<file path="src/hdl/ldp_ram.sv">
// Generic simple dual-port RAM: one write port, one registered read port.
// No dependencies.
`timescale 1ns / 1ps
`default_nettype none

module ldp_ram #(
  parameter int unsigned WIDTH = 32,
  parameter int unsigned DEPTH = 64,
  localparam int unsigned AW = (DEPTH > 1) ? $clog2(DEPTH) : 1
) (
  input  logic             clk_i,
  input  logic             we_i,
  input  logic [AW-1:0]    waddr_i,
  input  logic [WIDTH-1:0] wdata_i,
  input  logic             re_i,
  input  logic [AW-1:0]    raddr_i,
  output logic [WIDTH-1:0] rdata_o
);

  logic [WIDTH-1:0] mem [DEPTH];
  logic [WIDTH-1:0] rdata_q;

  always_ff @(posedge clk_i) begin
    if (we_i) begin
      mem[waddr_i] <= wdata_i;
    end
    if (re_i) begin
      rdata_q <= mem[raddr_i];
    end
  end

  assign rdata_o = rdata_q;

endmodule

`default_nettype wire

</file>
<file path="config.mk">
export PLATFORM = sky130hd
export DESIGN_NAME = ldp_ram
export DESIGN_NICKNAME = d
export VERILOG_FILES = /design/src/hdl/ldp_ram.sv
export SDC_FILE = /design/constraint.sdc
export NUM_CORES = 2
export LEC_CHECK = 0
export BUFFER_PORTS_ARGS = -buffer_cell sky130_fd_sc_hd__clkbuf_2
export CORE_ASPECT_RATIO = 1.2
export CORE_MARGIN = 2
export CORE_UTILIZATION = 60
export CTS_BUF_LIST = sky130_fd_sc_hd__clkbuf_8 sky130_fd_sc_hd__clkbuf_16
export CTS_CLUSTER_SIZE = 28
export DETAILED_ROUTE_END_ITERATION = 10
export MAX_ROUTING_LAYER = met4
export PLACE_DENSITY = 0.74
export REMOVE_ABC_BUFFERS = 1
export SLEW_MARGIN = 10
export SYNTH_ARGS = -nofsm -noshare
export SYNTH_HDL_FRONTEND = slang
export SYNTH_SLANG_ARGS = --single-unit
</file>
<file path="constraint.sdc">
create_clock -name clk_i -period 11 [get_ports clk_i]
set_input_delay 1.1 -clock clk_i [delete_from_list [all_inputs] [get_ports clk_i]]
set_output_delay 1.1 -clock clk_i [all_outputs]
set_load 0.005 [all_outputs]
</file>
==> key figures <==
Status
  • Result of the run: finished, final reports clean

Clock network
  • TritonCTS Sinks: between 2000 and 2500
  • Post-CTS setup buffer count: 0
  • Clock latency on the worst-skew pair: around 800 ps
  • Clock tree from TritonCTS: built
  • Clock slew at reported path FFs: roughly 60 ps
  • Clock buffers created by TritonCTS: 190
  • H-tree depth: 4
  • Clock tree buffer depth: 3
  • CTS root buf: sky130_fd_sc_hd__clkbuf_16
  • Post-CTS Hold Fix Bufs: 0
  • Post-CTS sizing: 0

Critical path
  • Number of cell instances on the worst register-to-register path: 4
  • Class of the most critical setup path: in -> reg
  • Register-to-register path setup slack: ~8400 ps
  • Largest fanout of any net on the critical path: around 140
  • Endpoint of the most critical register-to-register path: rdata_o[27]
  • Data arrival time at the worst-slack endpoint: slightly above 5000 ps
  • Critical path startpoint category: input pin
  • Worst setup path start: raddr_i[1]
  • Worst setup EP type: register
  • Worst r2r src: mem[4][27]
  • Data required time of the worst path: between 10000 and 15000 ps

Floorplan
  • Effective utilization at floorplan: roughly three fifths
  • Area of the placeable core: 130300 µm²
  • Row count: about 150
  • Die X: ~330 µm
  • Die outline height: ~400 µm
  • I/O pin count: between 70 and 80
  • Die ar.: approximately 130000 µm²

Place
  • Final HPWL DP: roughly 110 mm
  • Post-placement setup slack: approximately 5600 ps
  • Count of input and output buffers: slightly below 80
  • Final weighted congestion in routability-driven placement: approximately 0.85
  • Count of placed standard cells including taps: 5029
  • Post-placement cell area: 81910 µm²

Timing
  • RSZ-0062 raised after global routing: false
  • Setup Skew: approximately 24 ps
  • Post-route minimum period: 4591 ps
  • Fraction of the cycle the final worst path needs: a little over two fifths
  • Setup slack after layout: 6409 ps
  • Worst rel slew slack: roughly 14%
  • Setup TNS Final: 0 ps
  • Maximum clock frequency: around 220 MHz
  • Final number of hold-violating endpoints: 0
  • Number of setup violations in the final report: 0
  • Max Transition Viols Final: 0
  • Transition time of the tightest slew-check pin: about 1300 ps

Cells and area
  • Number of fill cells: 7780
  • Proportion of layout cells with a drive suffix above 1: between 20 and 30%
  • Multi-input logic area: ~16000 µm²
  • Most used cells in the layout excluding fill and tap cells: 2080 x sky130_fd_sc_hd__edfxtp_1, 544 x sky130_fd_sc_hd__mux4_2, 194 x sky130_fd_sc_hd__clkbuf_16, 116 x sky130_fd_sc_hd__buf_4, 93 x sky130_fd_sc_hd__mux2i_1
  • Post-route insts no fill: ~5400
  • Commonest non-fill, non-tap cell in the layout: sky130_fd_sc_hd__edfxtp_1
  • Sequential cell area: about 62000 µm²
  • Final std cell area, no fill: between 80000 and 90000 µm²
  • NumNets Final: 3579
  • Area added between synthesis and finish: 11.51%

Synthesis
  • Post-synthesis instance area: about 79000 µm²
  • Post-synthesis instance total: 3324
  • Dominant synthesized flop cell: sky130_fd_sc_hd__edfxtp_1
  • Sequential-to-total area share from yosys stat: around 79%
  • EDFF count, synth: between 2000 and 2500
  • Yosys cell types: 33
  • Yosys warning total: 0
  • Number of synthesized register bits: approximately 2100
  • Synthesized area per cell: about 24 µm²
  • Async S/R FF share, synth: 0%

Power
  • Power share of the clock group: around two fifths
  • Sw Pwr: ~0.0034 W
  • VDD IR-drop max: between 0.15 and 0.2 mV
  • P_leak: 27.48 nW
  • Sum of internal, switching and leakage power: 0.01595 W
  • Combinational fraction of design power: between 4 and 5%
  • Internal power: 0.01258 W
  • Switching share of power: around a fifth
  • Sequential fraction of design power: a little under three fifths
  • Pwr per Cell Area: ~180 nW/µm²

GRT
  • Global-route congestion overflow total: 0
  • Total routing usage reported by global routing: a little under a third
  • Initial antenna violation count: 14
  • Maximum number of pins on one net before global-route repair: 140
  • Vias in the first global route: 38540
  • Global-route wire length before repair: ~290 mm

Detailed routing
  • Count of antenna-violating nets left after detailed routing: 0
  • Number of remaining DRC errors: 0
  • Number of detailed-routing iterations run before antenna repair: 6
  • Number of vias after detailed routing: ~38000
  • Number of DRC violations after detailed-routing iteration 0: around 6000
  • Total wirelength of the detailed-routed design: 202.2 mm
  • Via density: a little over 7
  • Routed WL per cell: 37.52 µm

Hold path
  • Terminating pin of the worst hold path: rdata_o[4]
  • Class of the most critical hold timing path: reg -> reg
  • Hold path depth: 4
  • Hold Startpoint: mem[28][4]

Job
  • Count of maximum capacitance violations: 0
cell type report:
type                    instances  area share (%)
well taps                    1690           2.405
diodes                         14         0.03985
repair buffers                198           1.577
clock buffers                 194           5.522
multi-input cells            1062           18.17
flip-flops and latches       2080           71.05
clock inverters               151           1.238
power by group through the flow:
stage          combinational [W]  sequential (W)  clock (W)
2_1_floorplan           0.000325         0.00897          0
3_3_place_gp            0.000756         0.00899          0
3_5_place_dp            0.000779         0.00900          0
4_1_cts                 0.000784         0.00883    0.00637
5_1_grt                 0.000823         0.00883    0.00668
6_report                0.000789         0.00883    0.00633
sequential cells by signal, indices dropped and copies added (netlist names):
register,count
rdata_o,32
mem,2048
worst max path at each step:
stage | end | slack [ps] | cells past startpoint
after global placement | rdata_o[9] | 5590 | 7
after detailed placement | rdata_o[9] | 5560 | 7
after global routing | rdata_o[11] | 6290 | 7
after CTS | rdata_o[9] | 6440 | 7
final | rdata_o[11] | 6410 | 7
after floorplan | mem[48][0] | 6890 | 3
per-stage QoR:
step,util [%],hold slack [ps]
final,67.49,837.7
after global routing,67.48,897.2
after CTS,67.44,845.4
after detailed placement,62.88,808.7
after global placement,62.88,793.7
after floorplan,-,750.2
cells in the mapped netlist, types with 5 or more instances:
cell | n | share of area [%]
sky130_fd_sc_hd__edfxtp_1 | 2080 | 79
sky130_fd_sc_hd__mux4_2 | 544 | 16
sky130_fd_sc_hd__nor2_1 | 137 | 0.65
sky130_fd_sc_hd__mux2i_1 | 93 | 1.2
sky130_fd_sc_hd__o22ai_1 | 84 | 0.67
sky130_fd_sc_hd__clkbuf_1 | 74 | 0.35
sky130_fd_sc_hd__a21oi_1 | 62 | 0.39
sky130_fd_sc_hd__buf_2 | 57 | 0.36
sky130_fd_sc_hd__o221ai_1 | 27 | 0.30
sky130_fd_sc_hd__nand2_1 | 26 | 0.12
sky130_fd_sc_hd__buf_4 | 25 | 0.24
sky130_fd_sc_hd__buf_1 | 21 | 0.10
sky130_fd_sc_hd__nor2b_1 | 15 | 0.12
sky130_fd_sc_hd__a22oi_1 | 12 | 0.11
sky130_fd_sc_hd__a311oi_1 | 8 | 0.089
sky130_fd_sc_hd__nand2b_1 | 8 | 0.063
sky130_fd_sc_hd__nor3_1 | 7 | 0.044
sky130_fd_sc_hd__buf_6 | 5 | 0.071
sky130_fd_sc_hd__nand3_1 | 5 | 0.032
sky130_fd_sc_hd__nand3b_1 | 5 | 0.048
metal layers:
layer	vias up	GRT usage [%]	part of all wire (%)
met5	-	-	0
met4	0	14.35	5.2
met3	478	6.810	12
met2	2816	48.48	49
met1	19920	41.74	34
li1	14720	-	-
logic make-up after synthesis:
kind of cell / share of synthesized area (%)
compound gates: 1.666
buf+inv: 1.124
flops: 79.23
mux: 16.72
simple gates: 1.260
critical path: stages:
cell,delay [ps]
sky130_fd_sc_hd__buf_8,470
sky130_fd_sc_hd__buf_4,720
sky130_fd_sc_hd__buf_12,640
sky130_fd_sc_hd__mux4_2,430
sky130_fd_sc_hd__mux4_2,520
sky130_fd_sc_hd__o22ai_1,620
sky130_fd_sc_hd__nor2_1,240
No activity file was read; power rests on OpenSTA's default activity.
